## config.mk

```make
export PLATFORM = sky130hd
export DESIGN_NAME = touch_ghost_reject_filter
export DESIGN_NICKNAME = d
export VERILOG_FILES = /design/src/design/tgrf_pkg.sv /design/src/design/touch_ghost_reject_filter.sv /design/src/design/tgrf_judge.sv
export SDC_FILE = /design/constraint.sdc
export NUM_CORES = 1
export LEC_CHECK = 0
export BUFFER_PORTS_ARGS = -buffer_cell sky130_fd_sc_hd__buf_2
export CORE_MARGIN = 2
export CORE_UTILIZATION = 40
export DETAILED_ROUTE_END_ITERATION = 10
export PLACE_DENSITY = 0.64
export SLEW_MARGIN = 15
export SYNTH_ARGS = -nofsm -noshare
export SYNTH_HDL_FRONTEND = slang
export SYNTH_SLANG_ARGS = --single-unit
```

## constraint.sdc

```tcl
create_clock -name clk_i -period 20.8 [get_ports clk_i]
set_input_delay 1.04 -clock clk_i [delete_from_list [all_inputs] [get_ports clk_i]]
set_output_delay 1.04 -clock clk_i [all_outputs]
set_load 0.005 [all_outputs]
```

## src/design/tgrf_pkg.sv

```systemverilog
// shared constants and types for the touch ghost reject filter
package tgrf_pkg;

  localparam int unsigned COORD_BITS_DEF = 10;

  localparam int unsigned TIME_W   = 32;
  localparam int unsigned COUNT_W  = 32;
  localparam int unsigned WINDOW_W = 16;
  localparam int unsigned JUMP_W   = 10;
  localparam int unsigned CFG_IDX_W  = 1;
  localparam int unsigned CFG_DATA_W = 16;

  localparam logic [WINDOW_W-1:0] BUSY_WINDOW_RESET = WINDOW_W'(150);
  localparam logic [JUMP_W-1:0]   MAX_JUMP_RESET    = JUMP_W'(30);

  // configuration register indexes
  localparam logic [CFG_IDX_W-1:0] REG_BUSY_WINDOW = 1'd0;
  localparam logic [CFG_IDX_W-1:0] REG_MAX_JUMP    = 1'd1;

  // event kinds carried in tuser
  localparam logic ACT_POLL  = 1'b0;
  localparam logic ACT_FLUSH = 1'b1;

  typedef struct packed {
    logic               pressed;
    logic               held_back;
    logic [COUNT_W-1:0] raw_total;
    logic [COUNT_W-1:0] suppressed_total;
  } tgrf_verdict_t;

endpackage

```

## src/design/touch_ghost_reject_filter.sv

```systemverilog
// top level of the touch ghost reject filter: input and result registers
// Touch ghost reject filter. Events enter on the slave stream (tuser = kind:
// poll or panel flush) and are registered, judged combinationally against the
// filter state and written to a result register; a flush updates the flush
// timestamp and yields no result beat, each poll yields exactly one. One
// event is taken every cycle while the result side keeps up, passing the input
// register and then the result register; the only limit is the single result
// register, which stalls the input when the result beat is not taken.
// Configuration writes (busy window, max jump) must happen while no event is
// in flight.
module touch_ghost_reject_filter
  import tgrf_pkg::*;
#(
  parameter int unsigned COORD_BITS = COORD_BITS_DEF
) (
  input  logic                  clk_i,
  input  logic                  rst_ni,
  input  logic                  cfg_we_i,
  input  logic [CFG_IDX_W-1:0]  cfg_idx_i,
  input  logic [CFG_DATA_W-1:0] cfg_data_i,
  input  logic                  s_axis_tvalid,
  output logic                  s_axis_tready,
  // time_ms, touched, touch_x, touch_y, zero pad
  input  logic [((TIME_W+1+2*COORD_BITS+7)/8)*8-1:0] s_axis_tdata,
  // action
  input  logic                  s_axis_tuser,
  output logic                  m_axis_tvalid,
  input  logic                  m_axis_tready,
  // pressed, point_x, point_y, held_back, raw_touch_total, suppressed_total, zero pad
  output logic [((2+2*COORD_BITS+2*COUNT_W+7)/8)*8-1:0] m_axis_tdata
);

  localparam int unsigned OUT_N = 2 + 2*COORD_BITS + 2*COUNT_W;
  localparam int unsigned OUT_W = ((OUT_N + 7) / 8) * 8;

  logic                  in_valid_q;
  logic                  action_q;
  logic [TIME_W-1:0]     time_q;
  logic                  touched_q;
  logic [COORD_BITS-1:0] x_q, y_q;

  logic                  out_valid_q;
  logic [OUT_W-1:0]      out_data_q;

  logic                  out_free, advance, emit;
  logic [COORD_BITS-1:0] point_x, point_y;
  tgrf_verdict_t         verdict;

  assign out_free      = !out_valid_q || m_axis_tready;
  assign advance       = in_valid_q && ((action_q == ACT_FLUSH) || out_free);
  assign emit          = advance && (action_q == ACT_POLL);
  assign s_axis_tready = !in_valid_q || advance;

  always_ff @(posedge clk_i or negedge rst_ni) begin
    if (!rst_ni) begin
      in_valid_q <= 1'b0;
    end else if (s_axis_tready) begin
      in_valid_q <= s_axis_tvalid;
    end
  end

  always_ff @(posedge clk_i) begin
    if (s_axis_tready && s_axis_tvalid) begin
      action_q  <= s_axis_tuser;
      time_q    <= s_axis_tdata[TIME_W-1:0];
      touched_q <= s_axis_tdata[TIME_W];
      x_q       <= s_axis_tdata[TIME_W+1 +: COORD_BITS];
      y_q       <= s_axis_tdata[TIME_W+1+COORD_BITS +: COORD_BITS];
    end
  end

  tgrf_judge #(
    .COORD_BITS(COORD_BITS)
  ) u_judge (
    .clk_i      (clk_i),
    .rst_ni     (rst_ni),
    .cfg_we_i   (cfg_we_i),
    .cfg_idx_i  (cfg_idx_i),
    .cfg_data_i (cfg_data_i),
    .advance_i  (advance),
    .action_i   (action_q),
    .time_i     (time_q),
    .touched_i  (touched_q),
    .x_i        (x_q),
    .y_i        (y_q),
    .point_x_o  (point_x),
    .point_y_o  (point_y),
    .verdict_o  (verdict)
  );

  always_ff @(posedge clk_i or negedge rst_ni) begin
    if (!rst_ni) begin
      out_valid_q <= 1'b0;
    end else if (out_free) begin
      out_valid_q <= emit;
    end
  end

  always_ff @(posedge clk_i) begin
    if (emit) begin
      out_data_q <= OUT_W'({verdict.suppressed_total, verdict.raw_total,
                            verdict.held_back, point_y, point_x, verdict.pressed});
    end
  end

  assign m_axis_tvalid = out_valid_q;
  assign m_axis_tdata  = out_data_q;

endmodule

```

## src/design/tgrf_judge.sv

```systemverilog
// filter state, configuration registers and the per-event decision logic
module tgrf_judge
  import tgrf_pkg::*;
#(
  parameter int unsigned COORD_BITS = COORD_BITS_DEF
) (
  input  logic                  clk_i,
  input  logic                  rst_ni,
  input  logic                  cfg_we_i,
  input  logic [CFG_IDX_W-1:0]  cfg_idx_i,
  input  logic [CFG_DATA_W-1:0] cfg_data_i,
  input  logic                  advance_i,
  input  logic                  action_i,
  input  logic [TIME_W-1:0]     time_i,
  input  logic                  touched_i,
  input  logic [COORD_BITS-1:0] x_i,
  input  logic [COORD_BITS-1:0] y_i,
  output logic [COORD_BITS-1:0] point_x_o,
  output logic [COORD_BITS-1:0] point_y_o,
  output tgrf_verdict_t         verdict_o
);

  localparam int unsigned CMP_W = (COORD_BITS > JUMP_W) ? COORD_BITS : JUMP_W;

  logic [WINDOW_W-1:0]   window_q;
  logic [JUMP_W-1:0]     jump_q;
  logic [TIME_W-1:0]     last_flush_q;
  logic                  contact_q;
  logic                  pending_q;
  logic [COORD_BITS-1:0] pend_x_q, pend_y_q;
  logic [COUNT_W-1:0]    raw_q, sup_q;

  logic [COUNT_W-1:0]    raw_d, sup_d;
  logic [TIME_W-1:0]     since_flush;
  logic [COORD_BITS-1:0] dx, dy;
  logic                  busy, near, accept, poll, touch_poll, hold;

  assign poll        = (action_i == ACT_POLL);
  assign touch_poll  = poll && touched_i;
  assign since_flush = time_i - last_flush_q;
  assign busy        = since_flush < TIME_W'(window_q);
  assign dx          = (x_i >= pend_x_q) ? (x_i - pend_x_q) : (pend_x_q - x_i);
  assign dy          = (y_i >= pend_y_q) ? (y_i - pend_y_q) : (pend_y_q - y_i);
  assign near        = pending_q && (CMP_W'(dx) <= CMP_W'(jump_q))
                                 && (CMP_W'(dy) <= CMP_W'(jump_q));
  assign accept      = contact_q || !busy || near;
  assign hold        = touch_poll && !accept;

  assign raw_d = touch_poll ? (raw_q + COUNT_W'(1)) : raw_q;
  assign sup_d = hold ? (sup_q + COUNT_W'(1)) : sup_q;

  always_comb begin
    verdict_o.pressed          = touch_poll && accept;
    verdict_o.held_back        = hold;
    verdict_o.raw_total        = raw_d;
    verdict_o.suppressed_total = sup_d;
    point_x_o = (touch_poll && accept) ? x_i : '0;
    point_y_o = (touch_poll && accept) ? y_i : '0;
  end

  always_ff @(posedge clk_i or negedge rst_ni) begin
    if (!rst_ni) begin
      window_q <= BUSY_WINDOW_RESET;
      jump_q   <= MAX_JUMP_RESET;
    end else if (cfg_we_i) begin
      case (cfg_idx_i)
        REG_BUSY_WINDOW: window_q <= cfg_data_i;
        REG_MAX_JUMP:    jump_q   <= cfg_data_i[JUMP_W-1:0];
        default: ;
      endcase
    end
  end

  always_ff @(posedge clk_i or negedge rst_ni) begin
    if (!rst_ni) begin
      last_flush_q <= '0;
      contact_q    <= 1'b0;
      pending_q    <= 1'b0;
      raw_q        <= '0;
      sup_q        <= '0;
    end else if (advance_i) begin
      raw_q <= raw_d;
      sup_q <= sup_d;
      if (!poll) begin
        last_flush_q <= time_i;
      end else if (!touched_i) begin
        contact_q <= 1'b0;
        pending_q <= 1'b0;
      end else if (accept) begin
        contact_q <= 1'b1;
        pending_q <= 1'b0;
      end else begin
        pending_q <= 1'b1;
      end
    end
  end

  // held sample coordinates, only meaningful while pending_q is set
  always_ff @(posedge clk_i) begin
    if (advance_i && hold) begin
      pend_x_q <= x_i;
      pend_y_q <= y_i;
    end
  end

  a_pending_excl: assert property (@(posedge clk_i) disable iff (!rst_ni)
    !(contact_q && pending_q))
    else $error("contact accepted while a sample is still pending");

  a_hold_counts: assert property (@(posedge clk_i) disable iff (!rst_ni)
    advance_i && hold |=> sup_q == $past(sup_q) + COUNT_W'(1) && pending_q)
    else $error("held sample not counted or not kept pending");

  a_flush_time: assert property (@(posedge clk_i) disable iff (!rst_ni)
    advance_i && !poll |=> last_flush_q == $past(time_i)
                           && raw_q == $past(raw_q) && sup_q == $past(sup_q))
    else $error("flush event mishandled");

  a_release: assert property (@(posedge clk_i) disable iff (!rst_ni)
    advance_i && poll && !touched_i |=> !contact_q && !pending_q)
    else $error("release did not clear contact state");

endmodule
```

# Word level (Yosys, flattened, before mapping)
# Cells that the tools add are included.
# word_totals
regBits,286
in_bits,79
output_inout_bits,90
elab_cells,64
# op_classes
addsub,7
magnitude_cmp,5
eq_ne,1
muxes,8
n_bitwise,2
n_reduce_logical,23
# op_table
op,n
"adder 32 x 1 -> 32 bit, second input constant",2
two-way mux 32 bit,2
subtractor 10 bit,4
< comparator 32 x 16 -> 1 bit,1
subtractor 32 bit,1
>= comparator 10 bit,2
less-or-equal comparator 10 bit,2
two-way mux 10 bit,2
logical AND 1 bit,9
AND reduction 2 bit,4
logical OR 1 bit,5
zero test 1 bit,4
two-way mux 1 bit,4
AND reduction 3 bit,1
"!= test 2 x 1 -> 1 bit, second input constant",1
inverter 1 bit,2

# Longest topological paths before layout
# logic_depth
ltp_word,9
mapped_depth,26
depth_no_buf,24

# Modules after synthesis
# From an unflattened synthesis, not the netlist that was laid out.
# hier_totals
hier_cells,1422
area_unflattened_um2,15787.6
# by_module_without_submodules
module,instances,cells_each,area_each_um2,seq_area_each_um2
tgrf_judge,1,1268,11456.0,3713.6
touch_ghost_reject_filter,1,154,4331.7,4254.1

# Least setup slack after synthesis
# Ideal clock, no wire load.
# synth_path
path_kind,register to register
startpoint,register time_q[1]
endpoint,"register u_judge.pend_x_q[0], enable pin"
setup_time_ps,422
arrival_ps,6277
required_ps,20378
setup_slack_ps,14101
path_stages_with_launch,17
path_buffers,0
period_less_slack_ps,6699
path_cell_list,edfxtp_1 -> ha_1 -> nor2b_1 -> o31a_1 -> o31ai_1 -> nand3_1 -> xor2_1 -> ha_1 -> or3_1 -> or4_1 -> or4b_1 -> or4_1 -> or4_4 -> or2_2 -> nor3_1 -> nand2_1 -> nor3_1
# synth_between
elab_chain_cells,8
# synth_rtl
element,line_no,rtl
start: declaration,touch_ghost_reject_filter.sv:38,logic [TIME_W-1:0] time_q;
start signal: assignment,touch_ghost_reject_filter.sv:65,time_q <= s_axis_tdata[TIME_W-1:0];
subtractor 32 bit,tgrf_judge.sv:40,assign since_flush = time_i - last_flush_q;
< comparator 32 x 16 -> 1 bit,tgrf_judge.sv:41,assign busy = since_flush < TIME_W'(window_q);
zero test 1 bit,tgrf_judge.sv:46,assign accept = contact_q || !busy || near;
logical OR 1 bit (2 in a row),tgrf_judge.sv:46,
zero test 1 bit,tgrf_judge.sv:47,assign hold = touch_poll && !accept;
logical AND 1 bit,tgrf_judge.sv:47,
logical AND 1 bit,tgrf_judge.sv:100,if (advance_i && hold) begin
end signal: assignment,tgrf_judge.sv:101,pend_x_q <= x_i;
end: declaration,tgrf_judge.sv:30,"logic [COORD_BITS-1:0] pend_x_q, pend_y_q;"
# Every way passes these cells.
# A chain may end at the register's enable or synchronous reset.

# Final worst setup path
# layout_path
startpoint,register y_q[0]
endpoint,register u_judge.sup_q[1]
# layout_between
elab_chain_cells,8
elab_cells_between_ends,10
cone_classes,2 x add/sub; 2 x order compare; 2 x mux; 4 x reduce/logical
# layout_rtl
element,line_no,rtl
start: declaration,touch_ghost_reject_filter.sv:40,"logic [COORD_BITS-1:0] x_q, y_q;"
start signal: assignment,touch_ghost_reject_filter.sv:68,y_q <= s_axis_tdata[TIME_W+1+COORD_BITS +: COORD_BITS];
subtractor 10 bit or >= comparator 10 bit (tied branches),tgrf_judge.sv:43,assign dy = (y_i >= pend_y_q) ? (y_i - pend_y_q) : (pend_y_q - y_i);
two-way mux 10 bit (*),tgrf_judge.sv:43,
less-or-equal comparator 10 bit (*),tgrf_judge.sv:45,&& (CMP_W'(dy) <= CMP_W'(jump_q));
logical AND 1 bit (*),tgrf_judge.sv:45,
logical OR 1 bit (*),tgrf_judge.sv:46,
zero test 1 bit (*),tgrf_judge.sv:47,
logical AND 1 bit (*),tgrf_judge.sv:47,
two-way mux 32 bit (*),tgrf_judge.sv:50,assign sup_d = hold ? (sup_q + COUNT_W'(1)) : sup_q;
end signal: assignment,tgrf_judge.sv:83,sup_q <= sup_d;
end: declaration,tgrf_judge.sv:31,"logic [COUNT_W-1:0] raw_q, sup_q;"
# Every way passes the cells marked *; elsewhere a longest branch is shown, timed or not.

==> results.md <==
* Routed vias/inst at 5.11
* Dpl cells at 2093
* First-pass GRT wire length at 57200 microns
* CP Buf/Inv Count at 4
* Seq cells post-synth at 286
* Die width at 204 microns
* IO buf count at 163
* Die Area at 0.0417 sq mm
* Worst skew pair latency at 0.54 ns
* Fillers at 3672
* Max rail drop VDD at 0.0689 mV
* Number of flops mapped to enable cells by yosys at 160
* FMAX at 0.153 GHz
* Nets at 1794
* Max stage delay on crit path at 0.57 ns
* Antenna violations before repair at 1
* Area Growth Syn to Fin at 15.8%
* Remaining DRCs at 0
* Most frequent cell on the critical path: a21oi_1
* Root buffer cell: clkbuf_16
* Tot Pwr at 1.60 mW
* Non-filler instance count after layout at 2155
* Period utilization at 31.4%
* Gr ovfl total at 0
* Synthesis warning total at 0
* Cell Area, Synth at 0.0160 sq mm
* Critical path class: flop to flop
* I/O pin cnt at 169
* Element type at the critical path start: flop
* Post-CTS Hold Buffers at 0
* Post-synthesis cell type count at 72
* Final setup viols at 0
* Post-synth top flop: edfxtp_1
* Row count at 73
* DR pass1 iterations at 5
* Seq/Total Area, Yosys at 49.7%
* Vias in the first global route at 11100
* Max Slew Vio Count at 0
* Slew of the pin with the lowest slew margin at 1.09 ns
* Min Tclk post-route at 6.54 ns
* Core area at 0.0396 sq mm
* CTS Buf Count at 34
* Syn Inst Count at 1442
* Total GRT Usage at 17.0%
* DP Wirelength at 24700 microns
* CP Capture Type: flop
* Slowest stage cell, crit path: or4_4
* CP Max Fanout at 63
* Placer Congestion at 0.839
* Mean Syn Cell Area at 11.1 sq um
* Critical Path RT at 21.23 ns
* Worst-path clk slew at 0.06 ns
* Largest net degree at the start of global routing at 77
* Via Count at 11000
* Lkg Pwr at 8.52 nW
* Hold Violations, Final at 0
* Setup TNS at 0 ns
* DRT Wirelength at 34700 microns
* RSZ-0062 raised after global routing: no
* H-tree depth at 2
* Clock Path Buffers at 3
* Clock skew at 0.0133 ns
* HP Class: flop to flop
* PD cells at 86.1 mW/mm^2
* Slew headroom at 27.3%
* Initial core utilization at 40.5%
* Crit path DAT at 6.96 ns
* Max-Cap Viols at 0
* Die Y at 204 microns
* DRT antenna net count at 0
* Outcome: completed
* Async set or reset register ratio after synthesis at 44.1%
* Layout cells sized above 1 at 21.3%
* Gates resized, CTS repair at 0
* Initial DRC count at 593
* Cell family with most CP delay: compound AO/OA/AOI/OAI gates
* CTS tree: built
* DR WL/cell at 16.1 microns
* Setup Buffers After CTS at 0
* CTS Sinks at 286
-- sequential cells by signal, indices dropped and copies added, names as in the netlist --
register and count:
m_axis_tdata 86, time_q 32, u_judge.last_flush_q 32, u_judge.raw_q 32
u_judge.sup_q 32, u_judge.window_q 16, u_judge.jump_q 10, u_judge.pend_x_q 10
u_judge.pend_y_q 10, x_q 10, y_q 10, action_q 1
in_valid_q 1, m_axis_tvalid 1, touched_q 1, u_judge.contact_q 1
u_judge.pending_q 1
-- cells by family after synthesis --
family	share of synthesized area [%]
other cells	0.0234
flops	49.7
compound gates	9.68
mux	4.53
fa+ha+maj	8.89
buf+inv	4.27
simple gates	14.3
xor+xnor	8.68
-- power breakdown --
part	total (mW)	switching [mW]	internal, mW	leakage [nW]
clock	0.622	0.241	0.381	0.569
combinational	0.318	0.184	0.134	4.77
sequential	0.660	0.0206	0.640	3.18
-- routing by layer --
metal	wire length, microns	track usage (%)	vias up	share of wire, %
met3	1260	2.60	57	3.6
li1	-	-	5467	-
met4	989	6.86	0	2.8
met2	16400	28.1	211	47
met1	16100	22.5	5280	46
met5	0	0	-	0
-- worst reg2reg max path, cell delays in order (launching register included) --
cell and delay (ns):
edfxtp_1 0.44, inv_1 0.09, ha_1 0.13, inv_1 0.06
fa_1 0.39, a21o_1 0.17, a21oi_1 0.26, nor2b_1 0.08
o21a_1 0.19, o31ai_1 0.31, a21oi_1 0.11, buf_4 0.21
mux2_2 0.31, a221o_1 0.37, a21oi_1 0.18, xnor2_1 0.10
ha_1 0.31, nand4_1 0.12, o211a_1 0.24, o211a_1 0.25
or4_4 0.57, nor4b_4 0.32, nand4b_4 0.12, buf_4 0.42
nor2_1 0.31, mux2_2 0.37
-- final timing paths --
kind / start / end / slack [ns] / depth (start not counted)
setup / recovery: y_q[0] / u_judge.sup_q[1] / 14.26 / 25
hold / removal: u_judge.sup_q[31] / u_judge.sup_q[31] / 0.49 / 1
setup reg to reg: y_q[0] / u_judge.sup_q[1] / 14.26 / 25
hold reg to reg: u_judge.sup_q[31] / u_judge.sup_q[31] / 0.49 / 1
max in group asynchronous: rst_ni / u_judge.jump_q[0] / 18.76 / 2
min in group asynchronous: rst_ni / u_judge.sup_q[13] / 0.55 / 1
-- stage by stage --
stage               util, %  instance area [sq um]  hold WS, ns  setup slack, ns
finish                 46.9                  18600        0.488            14.26
floorplan                 -                  16000        0.446            14.10
global route           46.9                  18600        0.502            13.83
global placement       43.9                  17400        0.473            14.37
detailed placement     43.9                  17400        0.479            14.26
CTS                    46.9                  18600        0.492            14.24
-- final cells by class --
cell class	instances	area (sq um)	share of cell area (%)
Clock buffer	44	930	5.00
Timing Repair Buffer	175	908	4.89
Antenna cell	1	2.50	0.0135
Sequential cell	286	7970	42.9
Multi-Input combinational cell	986	7420	39.9
Tap cell	525	657	3.54
Inverter	121	454	2.44
Clock inverter	17	241	1.30
-- synth_stat cells (8+ instances only) --
cell      count  area (sq um)
a211oi_1      9          67.6
a21o_1       29           218
a21oi_1      64           320
and2_1        8          50.1
and3_1       46           288
clkbuf_1     35           131
dfrtp_1     118          2950
dfstp_2       8           210
edfxtp_1    160          4800
ha_1        106          1330
inv_1       121           454
mux2_2       53           597
mux2i_1      13           130
nand2_1     100           375
nand2b_1      9          56.3
nand3_1      34           170
nand4_1      26           163
nor2_1       71           267
nor2b_1      11          68.8
nor3_1       31           155
nor3_2       35           350
nor4_1        9          56.3
o211ai_1      9          67.6
o21a_1       11          82.6
o21ai_0      46           230
o21bai_1     11          82.6
xnor2_1      61           534
xor2_1       98           858
-- layout by cell type (no fill, tap or decap), types with 9 or more instances in the layout --
cell type | netlist | routed
a211oi_1 | 9 | 9
a21o_1 | 29 | 29
a21oi_1 | 64 | 64
and3_1 | 46 | 46
buf_2 | 4 | 162
buf_4 | 2 | 13
clkbuf_16 | 0 | 35
dfrtp_1 | 118 | 118
edfxtp_1 | 160 | 160
ha_1 | 106 | 106
inv_1 | 121 | 121
mux2_2 | 53 | 53
mux2i_1 | 13 | 13
nand2_1 | 100 | 99
nand2b_1 | 9 | 9
nand3_1 | 34 | 34
nand4_1 | 26 | 26
nor2_1 | 71 | 70
nor2b_1 | 11 | 9
nor3_1 | 31 | 30
nor3_2 | 35 | 36
nor4_1 | 9 | 9
o211ai_1 | 9 | 9
o21a_1 | 11 | 11
o21ai_0 | 46 | 46
o21bai_1 | 11 | 11
xnor2_1 | 61 | 61
xor2_1 | 98 | 98
No activity file was read; power rests on OpenSTA's default activity.
